### src/hdl/brle_pkg.sv
package brle_pkg;

  localparam int DATA_W     = 8;
  localparam int LIMIT_W    = 7;
  localparam int IN_DATA_W  = 16;
  localparam int OUT_USER_W = 4;

  localparam logic [DATA_W-1:0] CH_NL   = 8'h0A;
  localparam logic [DATA_W-1:0] CH_CR   = 8'h0D;
  localparam logic [DATA_W-1:0] CH_NULL = 8'h00;

  localparam logic CMD_APPEND = 1'b0;
  localparam logic CMD_REMOVE = 1'b1;

  typedef struct packed {
    logic              stop;
    logic              emit;
    logic              pop;
    logic              ok;
    logic              nl_pop;
    logic [DATA_W-1:0] ch;
  } step_res_t;

endpackage

### src/hdl/brle_store.sv
module brle_store #(
  parameter int DEPTH = 256,
  parameter int AW    = 8
) (
  input  logic                       clk,
  input  logic                       we,
  input  logic [AW-1:0]              waddr,
  input  logic [brle_pkg::DATA_W-1:0] wdata,
  input  logic [AW-1:0]              raddr,
  output logic [brle_pkg::DATA_W-1:0] rdata
);

  logic [brle_pkg::DATA_W-1:0] mem [DEPTH];
  logic [brle_pkg::DATA_W-1:0] rdata_r;

  always_ff @(posedge clk) begin
    if (we) begin
      mem[waddr] <= wdata;
    end
  end

  always_ff @(posedge clk) begin
    rdata_r <= mem[raddr];
  end

  assign rdata = rdata_r;

endmodule

### src/hdl/brle_step.sv
module brle_step (
  input  logic                        rem_zero,
  input  logic                        rem_one,
  input  logic [brle_pkg::DATA_W-1:0] byte_in,
  output brle_pkg::step_res_t         res
);

  always_comb begin
    res = '0;
    if (rem_zero) begin
      res.stop = 1'b1;
    end else if (rem_one && byte_in != brle_pkg::CH_NL) begin
      res.stop = 1'b1;
      res.emit = 1'b1;
      res.ok   = 1'b1;
      res.ch   = brle_pkg::CH_NULL;
    end else begin
      res.pop  = 1'b1;
      res.emit = 1'b1;
      if (byte_in == brle_pkg::CH_NL) begin
        res.stop   = 1'b1;
        res.ok     = 1'b1;
        res.nl_pop = 1'b1;
        res.ch     = brle_pkg::CH_NULL;
      end else if (byte_in == brle_pkg::CH_CR) begin
        res.ch = brle_pkg::CH_NULL;
      end else begin
        res.ch = byte_in;
      end
    end
  end

endmodule

### src/hdl/byte_ring_line_extractor.sv
// Circular line buffer over a byte store of DEPTH entries. An append item
// (in_tuser 0) stores one byte unless full and gives one result in the next
// cycle. A remove item (in_tuser 1) pops one line of at most line_limit
// characters, saturated to MAX_LINE, and gives one result per character, or
// one report-only result when it pops nothing. A remove makes two passes
// over the line through the store's read port: a scan pass that finds where
// the line ends and updates the pointers, then an emit pass that sends the
// characters. Each pass takes one byte at a time: a registered store read in
// S_WAIT, then the shared step unit in S_EVAL. The emit pass waits on output
// stalls. The block takes no new item until its last result has been taken.
// The store is not cleared after reset; only written entries are ever used.
module byte_ring_line_extractor #(
  parameter int DEPTH    = 256,
  parameter int MAX_LINE = 64
) (
  input  logic                                clk,
  input  logic                                rst_n,
  input  logic                                in_tvalid,
  output logic                                in_tready,
  input  logic [brle_pkg::IN_DATA_W-1:0]      in_tdata,  // data_byte, line_limit, pad
  input  logic [0:0]                          in_tuser,  // cmd
  output logic                                out_tvalid,
  input  logic                                out_tready,
  output logic [brle_pkg::DATA_W-1:0]         out_tdata, // line_char
  output logic [brle_pkg::OUT_USER_W-1:0]     out_tuser, // char_valid, ok, is_full, has_data
  output logic                                out_tlast
);

  localparam int AW = (DEPTH > 1) ? $clog2(DEPTH) : 1;
  localparam int CW = $clog2(DEPTH + 1);
  localparam int LW = brle_pkg::LIMIT_W;
  localparam int DW = brle_pkg::DATA_W;

  localparam logic [1:0] S_IDLE   = 2'd0;
  localparam logic [1:0] S_WAIT   = 2'd1;
  localparam logic [1:0] S_EVAL   = 2'd2;
  localparam logic [1:0] S_FINISH = 2'd3;

  logic [1:0]    state_r, state_nxt;
  logic          out_valid_r, out_valid_nxt;
  logic [AW-1:0] wp_r, wp_nxt;
  logic [AW-1:0] rp_r, rp_nxt;
  logic [CW-1:0] fill_r, fill_nxt;
  logic [CW-1:0] nl_r, nl_nxt;

  logic [DW-1:0] out_data_r, out_data_nxt;
  logic          out_cv_r, out_cv_nxt;
  logic          out_ok_r, out_ok_nxt;
  logic          out_full_r, out_full_nxt;
  logic          out_has_r, out_has_nxt;
  logic          out_last_r, out_last_nxt;

  logic [AW-1:0] pos_r, pos_nxt;
  logic [CW-1:0] rem_r, rem_nxt;
  logic [AW-1:0] start_pos_r, start_pos_nxt;
  logic [CW-1:0] start_rem_r, start_rem_nxt;
  logic [LW-1:0] idx_r, idx_nxt;
  logic [LW-1:0] lim_r, lim_nxt;
  logic [LW-1:0] etot_r, etot_nxt;
  logic [LW-1:0] ecnt_r, ecnt_nxt;
  logic          pass_r, pass_nxt;
  logic          ok_fin_r, ok_fin_nxt;

  logic          in_cmd;
  logic [DW-1:0] in_byte;
  logic [LW-1:0] in_limit;
  logic [LW-1:0] lim_sat;
  logic          full;
  logic          store_we;
  logic [DW-1:0] rdata;
  logic [AW-1:0] pos_step;
  logic [CW-1:0] rem_step;
  logic          out_free;
  logic          last_emit;
  brle_pkg::step_res_t st;

  assign in_cmd   = in_tuser[0];
  assign in_byte  = in_tdata[DW-1:0];
  assign in_limit = in_tdata[DW+LW-1:DW];
  assign lim_sat  = (in_limit > LW'(MAX_LINE)) ? LW'(MAX_LINE) : in_limit;
  assign full     = (fill_r == CW'(DEPTH));
  assign out_free = !out_valid_r || out_tready;

  assign in_tready  = (state_r == S_IDLE) && !out_valid_r;
  assign out_tvalid = out_valid_r;
  assign out_tdata  = out_data_r;
  assign out_tuser  = {out_has_r, out_full_r, out_ok_r, out_cv_r};
  assign out_tlast  = out_last_r;

  brle_store #(
    .DEPTH (DEPTH),
    .AW    (AW)
  ) u_store (
    .clk   (clk),
    .we    (store_we),
    .waddr (wp_r),
    .wdata (in_byte),
    .raddr (pos_r),
    .rdata (rdata)
  );

  brle_step u_step (
    .rem_zero (rem_r == '0),
    .rem_one  (rem_r == CW'(1)),
    .byte_in  (rdata),
    .res      (st)
  );

  always_comb begin
    pos_step  = st.pop ? ((pos_r == AW'(DEPTH - 1)) ? '0 : pos_r + 1'b1) : pos_r;
    rem_step  = st.pop ? rem_r - 1'b1 : rem_r;
    last_emit = ((ecnt_r + 1'b1) == etot_r);
  end

  always_comb begin
    state_nxt     = state_r;
    out_valid_nxt = out_valid_r;
    wp_nxt        = wp_r;
    rp_nxt        = rp_r;
    fill_nxt      = fill_r;
    nl_nxt        = nl_r;
    out_data_nxt  = out_data_r;
    out_cv_nxt    = out_cv_r;
    out_ok_nxt    = out_ok_r;
    out_full_nxt  = out_full_r;
    out_has_nxt   = out_has_r;
    out_last_nxt  = out_last_r;
    pos_nxt       = pos_r;
    rem_nxt       = rem_r;
    start_pos_nxt = start_pos_r;
    start_rem_nxt = start_rem_r;
    idx_nxt       = idx_r;
    lim_nxt       = lim_r;
    etot_nxt      = etot_r;
    ecnt_nxt      = ecnt_r;
    pass_nxt      = pass_r;
    ok_fin_nxt    = ok_fin_r;
    store_we      = 1'b0;

    if (out_valid_r && out_tready) begin
      out_valid_nxt = 1'b0;
    end

    case (state_r)
      S_IDLE: begin
        if (in_tvalid && in_tready) begin
          if (in_cmd == brle_pkg::CMD_APPEND) begin
            if (!full) begin
              store_we = 1'b1;
              wp_nxt   = (wp_r == AW'(DEPTH - 1)) ? '0 : wp_r + 1'b1;
              fill_nxt = fill_r + 1'b1;
              if (in_byte == brle_pkg::CH_NL) begin
                nl_nxt = nl_r + 1'b1;
              end
            end
            out_valid_nxt = 1'b1;
            out_data_nxt  = brle_pkg::CH_NULL;
            out_cv_nxt    = 1'b0;
            out_last_nxt  = 1'b1;
            out_ok_nxt    = !full;
            out_full_nxt  = (fill_nxt == CW'(DEPTH));
            out_has_nxt   = (fill_nxt != '0);
          end else if (nl_r != '0 || full) begin
            lim_nxt       = lim_sat;
            pos_nxt       = rp_r;
            rem_nxt       = fill_r;
            start_pos_nxt = rp_r;
            start_rem_nxt = fill_r;
            idx_nxt       = '0;
            etot_nxt      = '0;
            ecnt_nxt      = '0;
            pass_nxt      = 1'b0;
            ok_fin_nxt    = 1'b0;
            state_nxt     = S_WAIT;
          end else begin
            out_valid_nxt = 1'b1;
            out_data_nxt  = brle_pkg::CH_NULL;
            out_cv_nxt    = 1'b0;
            out_last_nxt  = 1'b1;
            out_ok_nxt    = 1'b0;
            out_full_nxt  = full;
            out_has_nxt   = (fill_r != '0);
          end
        end
      end
      S_WAIT: begin
        state_nxt = S_EVAL;
      end
      S_EVAL: begin
        if (!pass_r) begin
          if (idx_r == lim_r) begin
            rp_nxt    = pos_r;
            fill_nxt  = rem_r;
            state_nxt = S_FINISH;
          end else begin
            if (st.emit) begin
              etot_nxt = etot_r + 1'b1;
            end
            pos_nxt = pos_step;
            rem_nxt = rem_step;
            idx_nxt = idx_r + 1'b1;
            if (st.stop) begin
              ok_fin_nxt = st.ok;
              if (st.nl_pop && nl_r != '0) begin
                nl_nxt = nl_r - 1'b1;
              end
              rp_nxt    = pos_step;
              fill_nxt  = rem_step;
              state_nxt = S_FINISH;
            end else if ((idx_r + 1'b1) == lim_r) begin
              rp_nxt    = pos_step;
              fill_nxt  = rem_step;
              state_nxt = S_FINISH;
            end else begin
              state_nxt = S_WAIT;
            end
          end
        end else if (out_free) begin
          out_valid_nxt = 1'b1;
          out_data_nxt  = st.ch;
          out_cv_nxt    = 1'b1;
          out_last_nxt  = last_emit;
          out_ok_nxt    = last_emit && ok_fin_r;
          out_full_nxt  = full;
          out_has_nxt   = (fill_r != '0);
          ecnt_nxt      = ecnt_r + 1'b1;
          pos_nxt       = pos_step;
          rem_nxt       = rem_step;
          state_nxt     = last_emit ? S_IDLE : S_WAIT;
        end
      end
      S_FINISH: begin
        if (out_free) begin
          if (etot_r == '0) begin
            out_valid_nxt = 1'b1;
            out_data_nxt  = brle_pkg::CH_NULL;
            out_cv_nxt    = 1'b0;
            out_last_nxt  = 1'b1;
            out_ok_nxt    = 1'b0;
            out_full_nxt  = full;
            out_has_nxt   = (fill_r != '0);
            state_nxt     = S_IDLE;
          end else begin
            pass_nxt  = 1'b1;
            pos_nxt   = start_pos_r;
            rem_nxt   = start_rem_r;
            ecnt_nxt  = '0;
            state_nxt = S_WAIT;
          end
        end
      end
      default: begin
        state_nxt = S_IDLE;
      end
    endcase
  end

  always_ff @(posedge clk) begin
    if (!rst_n) begin
      state_r     <= S_IDLE;
      out_valid_r <= 1'b0;
      wp_r        <= '0;
      rp_r        <= '0;
      fill_r      <= '0;
      nl_r        <= '0;
    end else begin
      state_r     <= state_nxt;
      out_valid_r <= out_valid_nxt;
      wp_r        <= wp_nxt;
      rp_r        <= rp_nxt;
      fill_r      <= fill_nxt;
      nl_r        <= nl_nxt;
    end
  end

  always_ff @(posedge clk) begin
    out_data_r  <= out_data_nxt;
    out_cv_r    <= out_cv_nxt;
    out_ok_r    <= out_ok_nxt;
    out_full_r  <= out_full_nxt;
    out_has_r   <= out_has_nxt;
    out_last_r  <= out_last_nxt;
    pos_r       <= pos_nxt;
    rem_r       <= rem_nxt;
    start_pos_r <= start_pos_nxt;
    start_rem_r <= start_rem_nxt;
    idx_r       <= idx_nxt;
    lim_r       <= lim_nxt;
    etot_r      <= etot_nxt;
    ecnt_r      <= ecnt_nxt;
    pass_r      <= pass_nxt;
    ok_fin_r    <= ok_fin_nxt;
  end

endmodule

### config.mk
export PLATFORM = sky130hd
export DESIGN_NAME = byte_ring_line_extractor
export DESIGN_NICKNAME = d
export VERILOG_FILES = /design/src/hdl/brle_pkg.sv /design/src/hdl/brle_store.sv /design/src/hdl/brle_step.sv /design/src/hdl/byte_ring_line_extractor.sv
export SDC_FILE = /design/constraint.sdc
export NUM_CORES = 2
export LEC_CHECK = 0
export BUFFER_PORTS_ARGS = -buffer_cell sky130_fd_sc_hd__buf_2
export CORE_ASPECT_RATIO = 0.8
export CORE_MARGIN = 1.5
export CORE_UTILIZATION = 40
export CTS_CLUSTER_DIAMETER = 200
export DETAILED_ROUTE_END_ITERATION = 12
export SLEW_MARGIN = 20
export SYNTH_ARGS = -nofsm -noshare
export SYNTH_HDL_FRONTEND = slang
export SYNTH_SLANG_ARGS = --single-unit
### constraint.sdc
create_clock -name clk -period 7.1 [get_ports clk]
set_clock_uncertainty 0.15 [all_clocks]
set_input_delay 0 -clock clk [delete_from_list [all_inputs] [get_ports clk]]
set_output_delay 0 -clock clk [all_outputs]
set_load 0.01 [all_outputs]
### Word level (Yosys, flattened, before mapping)

Memories as Yosys holds them, arrays and structs flattened. A register that Yosys moved wholly into a read port is not among the register bits.
Index checks and enable logic that the tools add are counted.

| word-level totals | value |
|---|---|
| register bits after elaboration | 114 |
| bits in latches | 0 |
| memory bits (writable) | 2048 |
| memory bits (read-only) | 0 |
| input port bits | 21 |
| word-level logic and storage cells | 257 |
| memories | 1 |

Memories:

| memory | depth | bits a word | read ports | clocked after Yosys merged registers in | wr ports | line | RTL |
|---|---|---|---|---|---|---|---|
| u_store.mem | 256 | 8 | 1 | 1 | 1 | brle_store.sv:13 | `logic [brle_pkg::DATA_W-1:0] mem [DEPTH];` |

| operators by class | value |
|---|---|
| add/subtract/negate cells | 9 |
| multipliers | 0 |
| divide/modulo/power cells | 0 |
| order comparisons | 1 |
| eq/ne operators | 35 |
| shifts and indexed selects | 0 |
| muxes and demuxes | 153 |
| bitwise operators | 3 |
| reduce and logical (&&, ||, !) cells | 33 |

Operators with widths:

| operator | number |
|---|---|
| $mux 9 | 27 |
| $mux 8 | 24 |
| $mux 7 | 12 |
| $mux 1 | 61 |
| $pmux 8 s3 | 2 |
| $pmux 9 s2 | 2 |
| $pmux 7 s2 | 2 |
| $pmux 9 s3 | 1 |
| $reduce_bool 9->1 | 3 |
| $ne 2x2->1 const B | 13 |
| $eq 8x4->1 const B | 3 |
| $mux 2 | 11 |
| $add 7x1->7 const B | 3 |
| $eq 7x7->1 | 3 |
| $pmux 7 s3 | 1 |
| $reduce_and 7->1 | 3 |
| $add 9x1->9 const B | 2 |
| $eq 9x9->1 const B | 2 |
| $pmux 1 s3 | 6 |
| $sub 9x1->9 const B | 2 |
| $add 8x1->8 const B | 2 |
| $eq 8x8->1 const B | 2 |
| $reduce_and 8->1 | 2 |
| $mux 12 | 1 |
| 24 further kinds | 44 |

### Longest topological paths before layout

| logic depth | value |
|---|---|
| depth in word-level cells | 11 |
| gate-level depth with buffers | 14 |
| depth with buffers taken out | 11 |

### Hierarchy

From an unflattened synthesis, not the netlist that was laid out.

| unflattened totals | value |
|---|---|
| cell total of the unflattened synthesis | 4447 |
| area total of the unflattened synthesis | 86367.8 um^2 |

Modules (own cells, without submodules):

| module | instances | cells an instance | area an instance (um^2) | sequential area each (um^2) |
|---|---|---|---|---|
| brle_store | 1 | 3733 | 79556.3 | 61659.1 |
| byte_ring_line_extractor | 1 | 690 | 6660.1 | 3052.9 |
| brle_step | 1 | 24 | 151.4 | 0.0 |

### Worst setup path before layout

No wires, ideal clock.

| timing path | value |
|---|---|
| path type | reg-to-reg |
| start | reg state_r[0] |
| end | reg nl_r[8] |
| library setup time | 0.070 ns |
| arrival time | 3.002 ns |
| data required time | 6.880 ns |
| slack | 3.877 ns |
| stages on the path, launching flop included | 15 |
| buffers on the path | 3 |
| clock period less this slack | 3.223 ns |
| cell sequence | dfxtp_1 clkbuf_1 inv_1 nand2_1 inv_1 clkbuf_1 clkbuf_1 ha_1 nor2b_1 o21ai_0 a21oi_1 o41ai_1 xnor2_1 or3_1 a21oi_1 |

| on the way | value |
|---|---|
| word-level cells in the longest chain between the ends | 5 |

Ends and longest elaborated chain:

| element | line | RTL |
|---|---|---|
| start: declaration | byte_ring_line_extractor.sv:39 | `logic [1:0] state_r, state_nxt;` |
| start signal: assignment | byte_ring_line_extractor.sv:267 | `state_r <= state_nxt;` |
| $logic_not 2->1 | byte_ring_line_extractor.sv:84, byte_ring_line_extractor.sv:144 |  |
| $logic_and 1x1->1 | byte_ring_line_extractor.sv:84 | `assign in_tready = (state_r == S_IDLE) && !out_valid_r;` |
| $logic_and 1x1->1 | byte_ring_line_extractor.sv:146 | `if (in_tvalid && in_tready) begin` |
| $ne 2x1->1 (no source line) | n/a |  |
| $reduce_and 9->1 (no source line) | n/a |  |
| end signal: assignment | byte_ring_line_extractor.sv:272 | `nl_r <= nl_nxt;` |
| end: declaration | byte_ring_line_extractor.sv:44 | `logic [CW-1:0] nl_r, nl_nxt;` |

Several ways; a longest one is shown, not always the timed one.
A chain may end at the register's enable or synchronous reset.

==> results.cfg <==
[floorplan]
core_sq_um = 214000
io_pins = 36
start_util_pct = 40.2
die_h_um = 418
die_w_um = 522
placement_rows = 152
dieArea_sq_um = 218000

[layout]
finish.utilization_pct = 44.9
drive_gt1_share_pct = 17.2
final_common_cell = edfxtp_1
post-route-cell-area_sq_um = 96200
antennaDiodeCount = 0
fin_nets = 4724
fill_cells = 18200
mostFrequentLayoutCells = edfxtp_1, mux4_2, nor2_1
area_growth_pct = 11.7

[route]
wl_per_cell_um = 28.5
drc_errors = 0
routed.top_layer = met4
wirelength_mm = 219
first_pass_iters = 6
ant_nets = 0
wl_met3_mm = 19.4
vias = 44700
drt-initial-drc-count = 5255
met1Wirelength_mm = 97.0
wl_met2_mm = 97.3
via_per_inst = 5.81

[placed_design]
post_dp_cell_area_sq_um = 89600
hpwl_mm = 128
io_buffers = 34
gp_congestion = 0.846

[logic_synthesis]
ys_ff_latch = 2170
yosysUniqueCellTypes = 74
yosysSeqAreaShare_pct = 75.1
ys_warn_count = 0
async_flop_share_pct = 0
syn_inst = 4595
synth.avg_cell_area_sq_um = 18.7
syn_area_sq_um = 86100
synth_edf_count = 2125
synth_fp_nets = 4638
ys_dominant_reg_cell = edfxtp_1

[worst_setup_path]
timing.setup.critical_path_class = register to register
worst_setup_path_start_kind = register
worstPathRequired_ps = 7680
end_kind = register
cp_slowest_cell = nor3_1
critPathMaxFanout = 46
crit_arrival_ps = 5570
critical-path-max-stage-delay_ps = 980
path_cells = buf_4 -> nand2b_4 -> buf_4 -> o22ai_1 -> a211oi_1 -> o22ai_1 -> nor3_1 -> o21ai_0 -> or3_1

[clock_network]
htree_levels = 4
cts_max_path_buffers = 4
cts_root_buf = clkbuf_16
cts_sinks = 2170
cts_tree = yes
clk_latency_ps = 850
path_clk_slew_ps = 70
ctsResizeCount = 0
cts_buffers = 203

[global_routing]
grt_max_degree = 161
grt-ovfl-total = 0
grt_pass1_vias = 43800
grt_usage_pct = 19.9
antenna_found_initial = 14
grt_pass1_wl_mm = 315

[flow_run]
cap_violations = 0

[power]
p_sw_w = 0.00493
power_w = 0.0248
seqPwrFrac_pct = 56.6
power_density_nw_per_um2 = 258
internal_power_w = 0.0199
ir_worst_vdd_v = 0.000198
power.share.clock_pct = 42.2
switching_share_pct = 19.9
cellLeakagePower_nw = 30.1
combPwrFrac_pct = 1.2

[sta]
timing.fmax_ghz = 0.200
layout_min_cycle_time_ps = 4990
finalCritPeriodShare_pct = 70.3
finalSetupViolCount = 0
maxSlewViolCount = 0
tns_ps = 0
slew_headroom_pct = 17.5
fin_hold_ws_ps = 43.8
grt_setup_unrepaired = false
finalHoldViolCount = 0
worst_pin_slew_ps = 1230

[min_path]
hp-class = primary input to register

[status]
status = finished clean
==> worst max-delay path: cells and delay by family, from the launching register on <==
kind | cells | cell delay (ps)
compound gates | 4 | 1370
buf+inv | 2 | 710
flops | 1 | 470
simple gates | 3 | 2060
==> final cells by class <==
type / instances / area [sq um] / area share [%]
Tap cell: 2849 / 3560 / 3.71
Inverter: 28 / 113 / 0.117
Clock buffer: 249 / 5280 / 5.49
Clock inverter: 114 / 918 / 0.955
Timing Repair Buffer: 166 / 1520 / 1.58
Sequential cell: 2170 / 64700 / 67.3
Multi-Input combinational cell: 2112 / 20100 / 20.9
==> through the flow <==
stage                     setup slack (ps)  std cells
after global routing                  2040       7688
after global placement                2220       7289
after detailed placement              2150       7290
final                                 2110       7688
after floorplan                       3880       4595
after CTS                             2130       7688
==> registers in the layout, summed over array words and instances, names as in the netlist, 2 cells and up <==
name           count
wp_r               8
fill_r             9
ecnt_r             7
start_rem_r        9
nl_r               9
lim_r              7
u_store.rdata      8
etot_r             7
out_tdata          8
u_store.mem     2048
state_r            2
rp_r               8
rem_r              9
idx_r              7
pos_r              8
start_pos_r        8
==> power groups by stage <==
stage	Sequential (W)	Combinational, W	Clock [W]
after floorplan	0.0143	0.0000405	0
after CTS	0.0141	0.000314	0.0106
after global routing	0.0141	0.000335	0.0111
after global placement	0.0143	0.000283	0
after detailed placement	0.0143	0.000297	0
final	0.0141	0.000310	0.0105
==> Yosys cell counts, types with 23 or more instances <==
library cell	n	area [sq um]
o221ai_1	105	920
buf_4	33	248
a221oi_1	23	201
nor3_1	106	531
mux4_2	378	8510
nand3_1	30	150
o21ai_0	86	430
dfxtp_1	45	901
edfxtp_1	2125	63800
mux2i_1	340	3400
clkbuf_1	167	627
buf_2	57	285
inv_1	25	93.8
and2_1	24	150
a21oi_1	132	661
a211oi_1	42	315
nor2_1	357	1340
o22ai_1	87	544
xnor2_1	43	377
nand2_1	110	413
==> repair_timing <==
item                      4_1_cts  5_1_grt
hold endpoints to repair     1140        0
hold buffers                   35        0
setup buffers                   0        0
==> path summary, 6_finish.rpt <==
check,endpoint,startpoint,cells after the start,slack (ps)
worst max-delay path,u_store.rdata[0],pos_r[2],9,2110
worst min register to register,start_pos_r[4],rp_r[4],0,300
worst min-delay path,u_store.mem[130][1],in_tdata[1],2,40
worst max register to register,u_store.rdata[0],pos_r[2],9,2110
==> metal layers <==
layer | GRT usage, % | up-vias
li1 | - | 18900
met1 | 30.2 | 23500
met2 | 29.2 | 1971
met3 | 3.93 | 321
met4 | 4.81 | 0
met5 | 0 | -
==> cells by family (layout without fill, tap and decap cells) <==
logic type               Yosys count  after routing  synth area share (%)
flip-flops                      2170           2170                  75.1
AND/OR/NAND/NOR                  744            744                  3.90
multiplexers                     730            730                  14.0
adder cells (fa/ha/maj)           22             22                 0.328
AO/OA/AOI/OAI                    550            550                  4.28
buffers and inverters            313            557                  1.65
XOR/XNOR                          66             66                 0.703
Power figures use the tool's default switching activity.
